**src/rtl/hrlp_pkg.sv**
```systemverilog
`timescale 1ns / 1ps

package hrlp_pkg;

	localparam int FIELD_W             = 16;
	localparam int DEFAULT_LENGTH_BITS = 16;
	localparam int DEFAULT_MIN_LENGTH  = 10;
	localparam int DEFAULT_QUEUE_DEPTH = 2;
	localparam int NUM_METHODS         = 8;
	localparam int METHOD_SPAN         = 8;

	localparam logic [7:0] CH_NUL = 8'h00;
	localparam logic [7:0] CH_TAB = 8'h09;
	localparam logic [7:0] CH_LF  = 8'h0A;
	localparam logic [7:0] CH_CR  = 8'h0D;
	localparam logic [7:0] CH_SP  = 8'h20;

	typedef enum logic [1:0] {
		ST_OK         = 2'd0,
		ST_MALFORMED  = 2'd1,
		ST_INCOMPLETE = 2'd2
	} status_t;

	typedef enum logic [2:0] {
		M_OPTIONS = 3'd0,
		M_GET     = 3'd1,
		M_HEAD    = 3'd2,
		M_POST    = 3'd3,
		M_PUT     = 3'd4,
		M_DELETE  = 3'd5,
		M_TRACE   = 3'd6,
		M_CONNECT = 3'd7
	} method_t;

	// one classified payload byte on its way to the parser back end
	typedef struct packed {
		logic                   first;
		logic [FIELD_W-1:0]     msg_len;
		logic                   is_ws;
		logic                   is_cr;
		logic                   is_lf;
		logic                   is_nul;
		logic [NUM_METHODS-1:0] meth_cont;
		logic [NUM_METHODS-1:0] meth_term;
	} entry_t;

	typedef struct packed {
		status_t            status;
		logic [2:0]         method;
		logic [FIELD_W-1:0] uri_off;
		logic [FIELD_W-1:0] uri_len;
		logic [FIELD_W-1:0] ver_off;
		logic [FIELD_W-1:0] ver_len;
		logic [FIELD_W-1:0] body_off;
		logic               has_body;
	} result_t;

	function automatic logic [3:0] meth_len(input logic [2:0] k);
		logic [3:0] n;
		case (k)
			M_OPTIONS: n = 4'd7;
			M_GET:     n = 4'd3;
			M_HEAD:    n = 4'd4;
			M_POST:    n = 4'd4;
			M_PUT:     n = 4'd3;
			M_DELETE:  n = 4'd6;
			M_TRACE:   n = 4'd5;
			M_CONNECT: n = 4'd7;
			default:   n = 4'd0;
		endcase
		return n;
	endfunction

	// character idx of method k; first character sits in the top byte
	function automatic logic [7:0] meth_char(input logic [2:0] k, input logic [2:0] idx);
		logic [63:0] text;
		case (k)
			M_OPTIONS: text = {"OPTIONS", 8'h00};
			M_GET:     text = {"GET", 40'h0};
			M_HEAD:    text = {"HEAD", 32'h0};
			M_POST:    text = {"POST", 32'h0};
			M_PUT:     text = {"PUT", 40'h0};
			M_DELETE:  text = {"DELETE", 16'h0};
			M_TRACE:   text = {"TRACE", 24'h0};
			M_CONNECT: text = {"CONNECT", 8'h00};
			default:   text = '0;
		endcase
		return text[8 * (3'd7 - idx) +: 8];
	endfunction

endpackage

```
**src/rtl/hrlp_front.sv**
```systemverilog
`timescale 1ns / 1ps

module hrlp_front (
	input  logic                         clk,
	input  logic                         arst_n,
	input  logic                         byte_valid,
	output logic                         byte_ready,
	input  logic [7:0]                   data_byte,
	input  logic                         first_byte,
	input  logic [hrlp_pkg::FIELD_W-1:0] message_length,
	input  logic                         q_full,
	output logic                         q_push,
	output hrlp_pkg::entry_t             q_wdata
);

	localparam logic [3:0] SPAN = 4'(hrlp_pkg::METHOD_SPAN);

	// byte count since the first byte, saturating past the longest method name
	logic [3:0] mpos_q;
	logic [3:0] pos_now;

	assign byte_ready = !q_full;
	assign q_push     = byte_valid && !q_full;
	assign pos_now    = first_byte ? 4'd0 : mpos_q;

	always_comb begin
		q_wdata         = '0;
		q_wdata.first   = first_byte;
		q_wdata.msg_len = message_length;
		q_wdata.is_ws   = data_byte inside {hrlp_pkg::CH_SP, [hrlp_pkg::CH_TAB:hrlp_pkg::CH_CR]};
		q_wdata.is_cr   = data_byte == hrlp_pkg::CH_CR;
		q_wdata.is_lf   = data_byte == hrlp_pkg::CH_LF;
		q_wdata.is_nul  = data_byte == hrlp_pkg::CH_NUL;
		for (int k = 0; k < hrlp_pkg::NUM_METHODS; k++) begin
			q_wdata.meth_cont[k] = (pos_now < hrlp_pkg::meth_len(3'(k))) &&
				(data_byte == hrlp_pkg::meth_char(3'(k), pos_now[2:0]));
			q_wdata.meth_term[k] = (pos_now == hrlp_pkg::meth_len(3'(k))) &&
				(data_byte == hrlp_pkg::CH_SP);
		end
	end

	always_ff @(posedge clk or negedge arst_n) begin
		if (!arst_n) begin
			mpos_q <= '0;
		end else if (q_push) begin
			mpos_q <= (pos_now == SPAN) ? SPAN : pos_now + 4'd1;
		end
	end

endmodule

```
**src/rtl/hrlp_fifo.sv**
```systemverilog
`timescale 1ns / 1ps

module hrlp_fifo #(
	parameter int DEPTH = hrlp_pkg::DEFAULT_QUEUE_DEPTH
) (
	input  logic             clk,
	input  logic             arst_n,
	input  logic             push,
	input  hrlp_pkg::entry_t push_data,
	input  logic             pop,
	output hrlp_pkg::entry_t pop_data,
	output logic             full,
	output logic             empty
);

	localparam int PTR_W = (DEPTH > 1) ? $clog2(DEPTH) : 1;
	localparam int CNT_W = $clog2(DEPTH + 1);
	localparam logic [PTR_W-1:0] LAST = PTR_W'(DEPTH - 1);

	hrlp_pkg::entry_t slots_q [DEPTH];
	logic [PTR_W-1:0] wr_ptr_q, rd_ptr_q;
	logic [CNT_W-1:0] count_q;

	assign full     = count_q == CNT_W'(DEPTH);
	assign empty    = count_q == '0;
	assign pop_data = slots_q[rd_ptr_q];

	always_ff @(posedge clk) begin
		if (push) begin
			slots_q[wr_ptr_q] <= push_data;
		end
	end

	always_ff @(posedge clk or negedge arst_n) begin
		if (!arst_n) begin
			wr_ptr_q <= '0;
			rd_ptr_q <= '0;
			count_q  <= '0;
		end else begin
			if (push) begin
				wr_ptr_q <= (wr_ptr_q == LAST) ? '0 : wr_ptr_q + 1'b1;
			end
			if (pop) begin
				rd_ptr_q <= (rd_ptr_q == LAST) ? '0 : rd_ptr_q + 1'b1;
			end
			case ({push, pop})
				2'b10:   count_q <= count_q + 1'b1;
				2'b01:   count_q <= count_q - 1'b1;
				default: count_q <= count_q;
			endcase
		end
	end

endmodule

```
**src/rtl/hrlp_back.sv**
```systemverilog
`timescale 1ns / 1ps

module hrlp_back #(
	parameter int LENGTH_BITS = hrlp_pkg::DEFAULT_LENGTH_BITS,
	parameter int MIN_LENGTH  = hrlp_pkg::DEFAULT_MIN_LENGTH
) (
	input  logic              clk,
	input  logic              arst_n,
	input  logic              q_empty,
	input  hrlp_pkg::entry_t  q_data,
	output logic              q_pop,
	output logic              out_valid,
	input  logic              out_ready,
	output hrlp_pkg::result_t out_res
);

	localparam int LB = LENGTH_BITS;
	localparam int FW = hrlp_pkg::FIELD_W;

	typedef enum logic [3:0] {
		PH_IDLE,
		PH_METHOD,
		PH_SKIP1,
		PH_SKIP1_CR,
		PH_URI,
		PH_URI_CR,
		PH_VSKIP,
		PH_VSKIP_CR,
		PH_VER,
		PH_VER_CR,
		PH_BODY,
		PH_DONE
	} phase_t;

	phase_t            phase_q;
	logic [LB-1:0]     pos_q, total_q, tok_q;
	logic [LB-1:0]     uri_off_q, uri_len_q, ver_off_q, ver_len_q;
	logic [7:0]        cand_q;
	logic              out_valid_q;
	hrlp_pkg::result_t res_q;

	phase_t            cur_phase, eff, n_phase;
	logic [LB-1:0]     cur_pos, cur_total, cur_tok;
	logic [LB-1:0]     cur_uri_off, cur_uri_len, cur_ver_off, cur_ver_len;
	logic [7:0]        cur_cand, n_cand, hit;
	logic [LB-1:0]     n_pos, n_tok, n_uri_off, n_uri_len, n_ver_off, n_ver_len;
	logic [LB-1:0]     lim, p_prev;
	logic              at_end, prev_end, emit, has;
	hrlp_pkg::status_t st;
	logic [LB-1:0]     body;
	hrlp_pkg::result_t res_n;
	logic              take;

	assign take      = !q_empty && (!out_valid_q || out_ready);
	assign q_pop     = take;
	assign out_valid = out_valid_q;
	assign out_res   = res_q;

	always_comb begin
		cur_phase   = phase_q;
		cur_pos     = pos_q;
		cur_total   = total_q;
		cur_tok     = tok_q;
		cur_cand    = cand_q;
		cur_uri_off = uri_off_q;
		cur_uri_len = uri_len_q;
		cur_ver_off = ver_off_q;
		cur_ver_len = ver_len_q;
		if (q_data.first) begin
			cur_phase   = PH_METHOD;
			cur_pos     = '0;
			cur_total   = LB'(q_data.msg_len);
			cur_tok     = '0;
			cur_cand    = '1;
			cur_uri_off = '0;
			cur_uri_len = '0;
			cur_ver_off = '0;
			cur_ver_len = '0;
		end

		lim       = cur_total - LB'(2);
		p_prev    = cur_pos - LB'(1);
		at_end    = cur_pos >= lim;
		prev_end  = p_prev >= lim;
		hit       = cur_cand & q_data.meth_term;
		n_pos     = cur_pos;
		n_tok     = cur_tok;
		n_cand    = cur_cand;
		n_uri_off = cur_uri_off;
		n_uri_len = cur_uri_len;
		n_ver_off = cur_ver_off;
		n_ver_len = cur_ver_len;
		n_phase   = cur_phase;
		eff       = cur_phase;
		emit      = 1'b0;
		st        = hrlp_pkg::ST_OK;
		body      = '0;
		has       = 1'b0;

		if (q_data.first && cur_total <= LB'(MIN_LENGTH)) begin
			emit    = 1'b1;
			st      = hrlp_pkg::ST_MALFORMED;
			n_phase = PH_DONE;
		end else if (cur_phase != PH_IDLE && cur_phase != PH_DONE && cur_pos < cur_total) begin
			n_pos = cur_pos + LB'(1);
			// a CR without LF hands this byte to the skip phase, save at the URI end
			case (cur_phase)
				PH_SKIP1_CR: if (!q_data.is_lf) eff = PH_SKIP1;
				PH_VSKIP_CR: if (!q_data.is_lf) eff = PH_VSKIP;
				PH_URI_CR:   if (!q_data.is_lf && !prev_end) eff = PH_VSKIP;
				default:     eff = cur_phase;
			endcase
			n_phase = eff;

			case (eff)
				PH_METHOD: begin
					if (hit != '0) begin
						n_cand = hit & (~hit + 8'd1);
						if (at_end) begin
							emit = 1'b1; st = hrlp_pkg::ST_MALFORMED; n_phase = PH_DONE;
						end else begin
							n_phase = PH_SKIP1;
						end
					end else begin
						n_cand = cur_cand & q_data.meth_cont;
						if (n_cand == '0) begin
							emit = 1'b1; st = hrlp_pkg::ST_MALFORMED; n_phase = PH_DONE;
						end
					end
				end
				PH_SKIP1: begin
					if (at_end || q_data.is_nul) begin
						emit = 1'b1; st = hrlp_pkg::ST_MALFORMED; n_phase = PH_DONE;
					end else if (q_data.is_ws) begin
						if (q_data.is_cr) n_phase = PH_SKIP1_CR;
					end else begin
						n_tok   = cur_pos;
						n_phase = PH_URI;
					end
				end
				PH_SKIP1_CR, PH_VSKIP_CR: begin
					// CR LF before a token
					emit = 1'b1; st = hrlp_pkg::ST_MALFORMED; n_phase = PH_DONE;
				end
				PH_URI: begin
					if (!q_data.is_ws && !q_data.is_nul) begin
						if (at_end) begin
							emit = 1'b1; st = hrlp_pkg::ST_MALFORMED; n_phase = PH_DONE;
						end
					end else begin
						n_uri_off = cur_tok;
						n_uri_len = cur_pos - cur_tok;
						if (q_data.is_nul || (!q_data.is_cr && at_end)) begin
							emit = 1'b1; st = hrlp_pkg::ST_MALFORMED; n_phase = PH_DONE;
						end else if (q_data.is_cr) begin
							n_phase = PH_URI_CR;
						end else begin
							n_phase = PH_VSKIP;
						end
					end
				end
				PH_URI_CR: begin
					emit    = prev_end;
					n_phase = prev_end ? PH_DONE : PH_BODY;
					st      = q_data.is_lf ? hrlp_pkg::ST_INCOMPLETE : hrlp_pkg::ST_MALFORMED;
				end
				PH_VSKIP: begin
					if (at_end) begin
						emit = 1'b1; st = hrlp_pkg::ST_MALFORMED; n_phase = PH_DONE;
					end else if (q_data.is_ws) begin
						if (q_data.is_cr) n_phase = PH_VSKIP_CR;
					end else begin
						n_tok   = cur_pos;
						n_phase = PH_VER;
					end
				end
				PH_VER: begin
					if (!q_data.is_ws) begin
						if (at_end) begin
							emit = 1'b1; st = hrlp_pkg::ST_MALFORMED; n_phase = PH_DONE;
						end
					end else begin
						n_ver_off = cur_tok;
						n_ver_len = cur_pos - cur_tok;
						if (at_end) begin
							emit = 1'b1; st = hrlp_pkg::ST_INCOMPLETE; n_phase = PH_DONE;
						end else if (!q_data.is_cr) begin
							emit = 1'b1; st = hrlp_pkg::ST_MALFORMED; n_phase = PH_DONE;
						end else begin
							n_phase = PH_VER_CR;
						end
					end
				end
				PH_VER_CR: begin
					if (!q_data.is_lf) begin
						emit = 1'b1; st = hrlp_pkg::ST_MALFORMED; n_phase = PH_DONE;
					end else begin
						n_phase = PH_BODY;
					end
				end
				PH_BODY: begin
					emit    = 1'b1;
					st      = hrlp_pkg::ST_OK;
					body    = cur_pos;
					has     = !q_data.is_nul;
					n_phase = PH_DONE;
				end
				default: n_phase = PH_DONE;
			endcase
		end

		res_n        = '0;
		res_n.status = st;
		if (st == hrlp_pkg::ST_OK) begin
			for (int k = hrlp_pkg::NUM_METHODS - 1; k >= 0; k--) begin
				if (cur_cand[k]) res_n.method = 3'(k);
			end
			res_n.uri_off  = FW'(cur_uri_off);
			res_n.uri_len  = FW'(cur_uri_len);
			res_n.ver_off  = FW'(cur_ver_off);
			res_n.ver_len  = FW'(cur_ver_len);
			res_n.body_off = FW'(body);
			res_n.has_body = has;
		end
	end

	always_ff @(posedge clk or negedge arst_n) begin
		if (!arst_n) begin
			phase_q     <= PH_IDLE;
			pos_q       <= '0;
			total_q     <= '0;
			tok_q       <= '0;
			cand_q      <= '1;
			uri_off_q   <= '0;
			uri_len_q   <= '0;
			ver_off_q   <= '0;
			ver_len_q   <= '0;
			out_valid_q <= 1'b0;
			res_q       <= '0;
		end else if (take) begin
			phase_q     <= n_phase;
			pos_q       <= n_pos;
			total_q     <= cur_total;
			tok_q       <= n_tok;
			cand_q      <= n_cand;
			uri_off_q   <= n_uri_off;
			uri_len_q   <= n_uri_len;
			ver_off_q   <= n_ver_off;
			ver_len_q   <= n_ver_len;
			out_valid_q <= emit;
			res_q       <= res_n;
		end else if (out_valid_q && out_ready) begin
			out_valid_q <= 1'b0;
		end
	end

`ifndef SYNTHESIS
	a_quiet_when_decided: assert property (@(posedge clk) disable iff (!arst_n)
		(take && !q_data.first && (phase_q == PH_IDLE || phase_q == PH_DONE))
		|=> !out_valid_q)
		else $error("result produced for a byte outside any message");

	a_pos_bounded: assert property (@(posedge clk) disable iff (!arst_n)
		(phase_q != PH_IDLE && phase_q != PH_DONE) |-> pos_q <= total_q)
		else $error("position ran past message length");

	a_ok_one_method: assert property (@(posedge clk) disable iff (!arst_n)
		(out_valid_q && res_q.status == hrlp_pkg::ST_OK) |-> $onehot(cand_q))
		else $error("accepted request without a single method");

	a_fail_fields_zero: assert property (@(posedge clk) disable iff (!arst_n)
		(out_valid_q && res_q.status != hrlp_pkg::ST_OK)
		|-> (res_q.uri_len == '0 && res_q.body_off == '0 && !res_q.has_body))
		else $error("failed result carries field data");
`endif

endmodule

```
**src/rtl/http_request_line_parser.sv**
```systemverilog
`timescale 1ns / 1ps

// channel   handshake                    payload
// input     byte_valid / byte_ready      data_byte, first_byte, message_length
// output    result_valid / result_ready  parse_status, method_index, uri_offset, uri_length,
//                                        version_offset, version_length, body_offset, has_body
//
// One byte per cycle while the queue is not full; the back end decides one byte per
// cycle while no result is stalled. Results register as the deciding byte is popped.
// Reset empties the queue and leaves the parser idle until a first byte.
// byte_ready drops only when the QUEUE_DEPTH-entry queue is full; a stalled
// result holds the back end while the front keeps filling the queue.
module http_request_line_parser #(
	parameter int LENGTH_BITS = hrlp_pkg::DEFAULT_LENGTH_BITS,
	parameter int MIN_LENGTH  = hrlp_pkg::DEFAULT_MIN_LENGTH,
	parameter int QUEUE_DEPTH = hrlp_pkg::DEFAULT_QUEUE_DEPTH
) (
	input  logic                         clk,
	input  logic                         arst_n,
	input  logic                         byte_valid,
	output logic                         byte_ready,
	input  logic [7:0]                   data_byte,
	input  logic                         first_byte,
	input  logic [hrlp_pkg::FIELD_W-1:0] message_length,
	output logic                         result_valid,
	input  logic                         result_ready,
	output logic [1:0]                   parse_status,
	output logic [2:0]                   method_index,
	output logic [hrlp_pkg::FIELD_W-1:0] uri_offset,
	output logic [hrlp_pkg::FIELD_W-1:0] uri_length,
	output logic [hrlp_pkg::FIELD_W-1:0] version_offset,
	output logic [hrlp_pkg::FIELD_W-1:0] version_length,
	output logic [hrlp_pkg::FIELD_W-1:0] body_offset,
	output logic                         has_body
);

	hrlp_pkg::entry_t  wdata, rdata;
	hrlp_pkg::result_t res;
	logic              push, pop, full, empty;

	hrlp_front u_front (
		.clk            (clk),
		.arst_n         (arst_n),
		.byte_valid     (byte_valid),
		.byte_ready     (byte_ready),
		.data_byte      (data_byte),
		.first_byte     (first_byte),
		.message_length (message_length),
		.q_full         (full),
		.q_push         (push),
		.q_wdata        (wdata)
	);

	hrlp_fifo #(
		.DEPTH (QUEUE_DEPTH)
	) u_fifo (
		.clk       (clk),
		.arst_n    (arst_n),
		.push      (push),
		.push_data (wdata),
		.pop       (pop),
		.pop_data  (rdata),
		.full      (full),
		.empty     (empty)
	);

	hrlp_back #(
		.LENGTH_BITS (LENGTH_BITS),
		.MIN_LENGTH  (MIN_LENGTH)
	) u_back (
		.clk       (clk),
		.arst_n    (arst_n),
		.q_empty   (empty),
		.q_data    (rdata),
		.q_pop     (pop),
		.out_valid (result_valid),
		.out_ready (result_ready),
		.out_res   (res)
	);

	assign parse_status   = res.status;
	assign method_index   = res.method;
	assign uri_offset     = res.uri_off;
	assign uri_length     = res.uri_len;
	assign version_offset = res.ver_off;
	assign version_length = res.ver_len;
	assign body_offset    = res.body_off;
	assign has_body       = res.has_body;

endmodule

```
**config.mk**
```make
export PLATFORM = sky130hd
export DESIGN_NAME = http_request_line_parser
export DESIGN_NICKNAME = d
export VERILOG_FILES = /design/src/rtl/hrlp_pkg.sv /design/src/rtl/hrlp_front.sv /design/src/rtl/hrlp_fifo.sv /design/src/rtl/hrlp_back.sv /design/src/rtl/http_request_line_parser.sv
export SDC_FILE = /design/constraint.sdc
export NUM_CORES = 1
export LEC_CHECK = 0
export BUFFER_PORTS_ARGS = -buffer_cell sky130_fd_sc_hd__buf_2
export CAP_MARGIN = 15
export CORE_MARGIN = 2
export CORE_UTILIZATION = 45
export DETAILED_ROUTE_END_ITERATION = 8
export PLACE_DENSITY = 0.61
export SKIP_LAST_GASP = 1
export SLEW_MARGIN = 10
export SYNTH_ARGS = -nofsm -noshare
export SYNTH_HDL_FRONTEND = slang
export SYNTH_SLANG_ARGS = --single-unit
```
**constraint.sdc**
```tcl
create_clock -name clk -period 9.84 [get_ports clk]
set_clock_uncertainty 0.05 [all_clocks]
set_input_delay 1.476 -clock clk [delete_from_list [all_inputs] [get_ports clk]]
set_output_delay 1.476 -clock clk [all_outputs]
set_load 0.05 [all_outputs]
```
# == After elaboration in Yosys (flattened, before gate mapping) ==
# Memories as Yosys holds them, arrays and structs flattened.
# Index checks and enable logic that the tools add are counted.
# word_totals
register_bits,219
ramBits,74
input_bits,29
output_inout_bits,88
memories,1
# op_classes
n_addsub,11
n_lt_le_gt_ge,11
n_eq_ne,34
shifts,8
muxes,115
n_bitwise,4
reduce_logical,45
# memory_table
name,depth,width,read_ports,rd_clocked_by_memory_dff,write_ports,line,source
u_fifo.slots_q,2,37,1,0,1,hrlp_fifo.sv:20,hrlp_pkg::entry_t slots_q [DEPTH];
# op_table
operator,count
$mux W16,33
$shiftx A64 B33 Y8 const A,8
$mux W4,24
$mux W84,1
$eq A8 B8 Y1,8
$eq A4 B3 Y1 const B,10
$mux W8,5
$ge A16 B16 Y1,2
$pmux W16 S2,1
$mux W1,29
$pmux W4 S7,1
$and A8 B8 Y8,3
$mux W3,8
$logic_and A1 B1 Y1,23
$mux W2,9
$add A16 B1 Y16 const B,1
$eq A4 B2 Y1 const B,4
$eq A4 B4 Y1 const B,4
$eq A8 B4 Y1 const B,2
$le A16 B4 Y1 const B,1
$logic_not A8 Y1,2
$lt A16 B16 Y1,1
$lt A4 B3 Y1 const B,4
$pmux W2 S8,1
other kinds (29),43

# == Logic depth before layout (Yosys ltp) ==
# An unclocked memory read counts as a cell.
# logic_depth
word_depth,17
mapped_depth,30
depth_no_buf,20

# == Hierarchy ==
# Synthesis repeated with hierarchy kept, for this count alone.
# unflattened
hier_cells,1635
area_unflattened_um2,16399.5
# modules_own_cells
mod,instances,cells_each,area_each_um2,seq_area_each_um2
hrlp_back,1,1298,12029.0,5290.1
hrlp_fifo,1,131,2936.6,2322.2
hrlp_front,1,206,1433.9,100.1

# == Worst setup path after synthesis ==
# OpenSTA, ideal clock, no wires.
# synth_path
kind,reg-to-reg
from,memory u_fifo.slots_q[0][36] (netlist name)
to,"register u_back.res_q, in the netlist u_back.out_res[17]"
setup_ps,122
arrival_time_ps,5643
required_time_ps,9668
path_slack_ps,4025
path_stages_with_launch,28
path_buffers,11
path_cell_list,edfxtp_1 > buf_2 > buf_4 > mux2i_1 > buf_2 > buf_1 > clkbuf_1 > clkbuf_1 > clkbuf_1 > nand2_1 > ha_1 > clkbuf_1 > xnor2_1 > ha_1 > a21o_1 > a31oi_1 > o21ai_0 > a211oi_1 > o31ai_1 > maj3_2 > o41ai_4 > or2_1 > buf_2 > nand2_1 > a41o_1 > buf_6 > buf_6 > a32o_1
# synth_via
elab_chain_cells,17
elab_cells_between_ends,58
classes_between,add/sub: 2; order compare: 4; eq/ne: 13; mux: 23; bitwise: 2; reduce/logical: 13; memory: 1
# synth_rtl
element,line,source
start: declaration,hrlp_fifo.sv:20,
$mem_v2 Z2 W37 (*),-,
$mux W16,hrlp_back.sv:69,if (q_data.first) begin
$sub A16 B1 Y16 / $sub A16 B2 Y16 (equally long branches),"hrlp_back.sv:82, hrlp_back.sv:81",
$ge A16 B16 Y1,hrlp_back.sv:84,prev_end = p_prev >= lim;
$logic_not A1 Y1,hrlp_back.sv:110,PH_URI_CR: if (!q_data.is_lf && !prev_end) eff = PH_VSKIP;
$logic_and A1 B1 Y1,hrlp_back.sv:110,
$mux W4,hrlp_back.sv:110,
$pmux W4 S3,hrlp_back.sv:107,case (cur_phase)
$mux W4,hrlp_back.sv:104,end else if (cur_phase != PH_IDLE && cur_phase != PH_DONE && cur_pos < cur_total) begin
$mux W4,hrlp_back.sv:100,if (q_data.first && cur_total <= LB'(MIN_LENGTH)) begin
$eq A4 B2 Y1 / $eq A4 B3 Y1 (equally long branches),hrlp_back.sv:115,case (eff)
$reduce_or A2 Y1,hrlp_back.sv:115,
$pmux W2 S8,hrlp_back.sv:115,
$mux W2,hrlp_back.sv:104,
$mux W2,hrlp_back.sv:100,
$logic_not A2 Y1,hrlp_back.sv:214,if (st == hrlp_pkg::ST_OK) begin
$mux W84 (*),hrlp_back.sv:214,
end signal: assignment,hrlp_back.sv:251,res_q <= res_n;
end: declaration,hrlp_back.sv:40,hrlp_pkg::result_t res_q;
# Every way passes the cells marked *; elsewhere a longest branch is shown, timed or not. The select of a mux whose other input is x is not followed.
# A chain may end at the register's enable or synchronous reset.

# == Worst setup path in the final report ==
# layout_path
from,register u_fifo.rd_ptr_q
to,"register u_back.res_q, in the netlist u_back.out_res[47]"
# layout_via
elab_chain_cells,17
elab_cells_between_ends,66
classes_between,add/sub: 2; order compare: 4; eq/ne: 13; mux: 26; bitwise: 2; reduce/logical: 18; memory: 1
# layout_rtl
element,line,source
start: declaration,hrlp_fifo.sv:21,"logic [PTR_W-1:0] wr_ptr_q, rd_ptr_q;"
start signal: assignment,hrlp_fifo.sv:44,rd_ptr_q <= (rd_ptr_q == LAST) ? '0 : rd_ptr_q + 1'b1;
$mem_v2 Z2 W37 (*),-,
$mux W16,hrlp_back.sv:69,
$sub A16 B1 Y16 / $sub A16 B2 Y16 (equally long branches),"hrlp_back.sv:82, hrlp_back.sv:81",
$ge A16 B16 Y1,hrlp_back.sv:84,
$logic_not A1 Y1,hrlp_back.sv:110,
$logic_and A1 B1 Y1,hrlp_back.sv:110,
$mux W4,hrlp_back.sv:110,
$pmux W4 S3,hrlp_back.sv:107,
$mux W4,hrlp_back.sv:104,
$mux W4,hrlp_back.sv:100,
$eq A4 B2 Y1 / $eq A4 B3 Y1 (equally long branches),hrlp_back.sv:115,
$reduce_or A2 Y1,hrlp_back.sv:115,
$pmux W2 S8,hrlp_back.sv:115,
$mux W2,hrlp_back.sv:104,
$mux W2,hrlp_back.sv:100,
$logic_not A2 Y1,hrlp_back.sv:214,
$mux W84 (*),hrlp_back.sv:214,
# Marked as above.

==> summary.txt <==
Worst setup path
  – R2R depth: 19
  – Critical path class: register to register
  – Slowest-stage cell, CP: buf_4
  – Largest stage delay, worst path: between 0.5 and 0.6 ns
  – Maximum fanout along the worst path: 67
  – Critical Path AT: 6.30 ns
  – Worst Setup Start Kind: register
  – R2R setup slack: roughly 3.9 ns
  – CP cell instances: buf_4 > mux2_2 > nor4b_1 > and3_1 > nor2b_1 > nand2_1 > xnor2_1 > ha_1 > a21o_1 > a21o_1 > a21oi_1 > nand4_1 > a21oi_1 > a21bo_2 > and3_1 > a311oi_1 > a41o_2 > buf_4 > a32o_1
  – Instance count on the critical path: 19
  – CP Buf/Inv Count: 2
  – CP delay by family, top: compound AO/OA/AOI/OAI gates
  – CP endpoint: u_back.out_res[47]
  – Critical Path RT: 10.24 ns
  – FF-to-FF Start: u_fifo.rd_ptr_q
  – CP Launch Point: u_fifo.rd_ptr_q
  – Reg-to-Reg End: u_back.out_res[47]
  – Crit path capture type: register

Finish
  – Layout cell share with drive strength beyond 1: 13.5%
  – Final nets: 1733
  – Util after Layout: 51.4%
  – Diode count: 0
  – Syn-to-layout area delta: 12.8%
  – Fill count: between 3k and 4k
  – Post-Layout Cell Count: around 2.1k

Clock tree
  – Htree depth: 2
  – Insertion delay to the later sink of the worst-skew pair: 0.54 ns
  – Reg clk slew, reported paths: ~0.060 ns
  – CTS resizes: 0
  – Total setup buffers inserted after CTS: 0
  – CTS max path bufs: 3
  – TritonCTS Buffers: 34
  – CTS tree: built
  – Clk sinks: roughly 290
  – Root Driver: clkbuf_16
  – Cts hold-fix bufs: 0

Routing
  – DRT Wirelength: 45700 um
  – Met2 wire length: 21400 um
  – Initial DRT Pass Iterations: 7
  – Met1 WL: ~20000 um
  – Met3 wire length: 2400 um
  – DR vias/cell: 6.10
  – Vias: 13.0k
  – Uppermost routed layer: met4
  – Residual DRC: 1
  – Drt first-iter violations: between 900 and 1k
  – DR WL/cell: about 21 um
  – Final ANT Viol Nets: 0

Yosys
  – Multiplexer area fraction after synthesis: between 3 and 4%
  – Sequential-to-total area share from yosys stat: 48.0%
  – Post-synthesis simple-gate area fraction: between 10 and 15%
  – Ys Warns: 0
  – Synth Register Bits: 287
  – Synthesized net count: about 1.7k
  – Synth unique cells: 81
  – Post-synth EDFFs: 68
  – Post-synthesis adder-cell area fraction: 5.00%
  – Synth Area per Inst: 9.91 um2
  – Mapped Area: around 16000 um2
  – Synth async-reset ratio: between 70% and 80%
  – Synth Area in XOR/XNOR: between 3 and 4%
  – Gate Count Post-Synth: ~1.6k
  – Compound-cell area share of the yosys netlist: around 22%
  – Synth Flop Type: dfrtp_1
  – Largest family of logic cells by synthesized area: compound AO/OA/AOI/OAI gates

Placement
  – Hpwl dp: around 32000 um
  – Gp weighted congestion: between 0.9 and 1
  – Placed insts: between 2k and 2.5k
  – PortBufs: 116

Pwr
  – Clk pwr share: a little under a quarter
  – Switching part of the total: between 40 and 50%
  – Max VDD drop: 193 uV
  – Flop pwr share: a little under a third
  – Psw: roughly 2.3 mW
  – Power Internal: 2.95 mW
  – Design Power: between 5 and 6 mW
  – PwrDens: 298 nW/um2
  – Comb power frac: around 46%
  – Leak Pwr: roughly 7.8 nW

STA
  – Relative slew slack: about a third
  – RSZ-0062 raised after global routing: no
  – Slew Viols, Final: 0
  – Fmax: around 0.17 GHz
  – Final period utilization: between 50% and 60%
  – Worst-Margin Slew: a little under 1 ns
  – Setup TNS: 0 ns
  – Finish-stage setup viols: 0
  – Tmin final: 5.90 ns
  – Final hold vios: 0

Floorplan
  – Starting Density: 45.5%
  – Die area: ~36000 um2
  – Die height: 191 um
  – Die X: approximately 190 um
  – Core Rows: 68
  – Boundary pin count: 117
  – Core area: approximately 34000 um2

GRT
  – Total global routing overflow: 0
  – First-pass GRT wire length: ~70000 um
  – Total GRT Usage: 25.2%
  – Largest net degree at the start of global routing: 88
  – Antenna violations before repair: 0
  – Vias in the first global route: ~12k

Run
  – Max_cap viols: 0

Outcome
  – Failing checks: design-rule violations
  – Status: finished, violations left

Worst hold path
  – HP Class: register to register
[worst min-delay path, stage by stage (launching register included)]
cell and delay, ns:
dfrtp_1 0.33, nand2_1 0.05, o21ai_0 0.06
[cells in the mapped netlist (17+ instances only)]
master,n,area [um2]
a21oi_1,72,360
a22o_1,50,438
a32o_1,66,661
buf_2,17,85.1
clkbuf_1,76,285
dfrtp_1,211,5280
edfxtp_1,68,2040
ha_1,57,713
inv_1,53,199
mux2i_1,38,380
nand2_1,183,687
nand2b_1,18,113
nand3_1,30,150
nor2_1,104,390
nor3_1,37,185
o21ai_0,142,711
o22ai_1,21,131
xnor2_1,42,368
[layer usage]
layer / up-vias / track usage, %
met3: 104 / 3.86
li1: 6050 / -
met5: - / 0
met4: 0 / 10.6
met2: 407 / 40.5
met1: 6404 / 34.1
[kinds of logic after synthesis]
| family | Yosys count |
|---|---|
| buffers and inverters | 164 |
| AOI/OAI and AO/OA | 498 |
| DFF | 287 |
| adders and majority gates | 63 |
| xor gates and xnor gates | 58 |
| and+or+nand+nor | 464 |
| muxes | 50 |
[through the flow]
step                      hold slack [ns]  cell area (um2)  worst slack (ns)
after floorplan                     0.400            15700              4.02
after global placement              0.412            16500              4.19
after detailed placement            0.420            16500              4.04
after CTS                           0.435            17700              4.00
after global routing                0.449            17700              3.50
final                               0.429            17700              3.94
[cell usage in the layout (no fill, tap or decap), drive strengths merged, types with 6 or more instances in the layout]
master   instances
a211oi          15
a21o            15
a21oi           72
a22o            50
a31oi           12
a32o            66
and2            11
and3             7
buf            136
clkbuf          47
dfrtp          211
dfstp            8
edfxtp          68
ha              57
inv             55
mux2            12
mux2i           38
nand2          184
nand2b          18
nand3           30
nand4           15
nor2           104
nor2b           12
nor3            37
nor3b            9
nor4            12
o211ai          13
o21ai          144
o221ai           6
o22ai           21
o2bb2ai         14
o31ai            9
or3              9
or4              6
xnor2           42
xor2            16
[state kept, by name (all words and copies together), names as in the netlist, 2 cells and up]
| name | flops |
|---|---|
| u_back.cand_q | 8 |
| u_back.out_res | 86 |
| u_back.phase_q | 4 |
| u_back.pos_q | 16 |
| u_back.tok_q | 16 |
| u_back.total_q | 16 |
| u_back.uri_len_q | 16 |
| u_back.uri_off_q | 16 |
| u_back.ver_len_q | 16 |
| u_back.ver_off_q | 16 |
| u_fifo.count_q | 2 |
| u_fifo.slots_q | 68 |
| u_front.mpos_q | 4 |
[worst min path at each step]
stage / startpoint / cells past startpoint / slack [ns] / to
floorplan: u_back.total_q[13] / 2 / 0.40 / u_back.total_q[13]
global placement: u_back.out_res[0] / 2 / 0.41 / u_back.out_res[0]
detailed placement: u_back.out_res[14] / 2 / 0.42 / u_back.out_res[14]
CTS: u_back.out_res[1] / 2 / 0.44 / u_back.out_res[1]
global route: u_back.out_res[72] / 1 / 0.45 / u_back.out_res[72]
finish: u_back.out_res[1] / 2 / 0.43 / u_back.out_res[1]
[power groups by stage]
stage,clock network [mW],registers [mW],logic [mW]
2_1_floorplan,0,1.56,1.80
3_5_place_dp,0,1.61,2.40
3_3_place_gp,0,1.61,2.37
6_report,1.27,1.59,2.43
4_1_cts,1.29,1.59,2.41
5_1_grt,1.35,1.62,2.69
[final cells by class]
type	instances	area, um2	share of cell area (%)
Tap cell	455	569	3.22
Sequential cell	287	7530	42.5
Timing Repair Buffer	137	761	4.30
Clock buffer	47	951	5.37
Clock inverter	14	179	1.01
Multi-Input combinational cell	1133	7510	42.4
Inverter	53	199	1.12
Power figures use the tool's default switching activity.
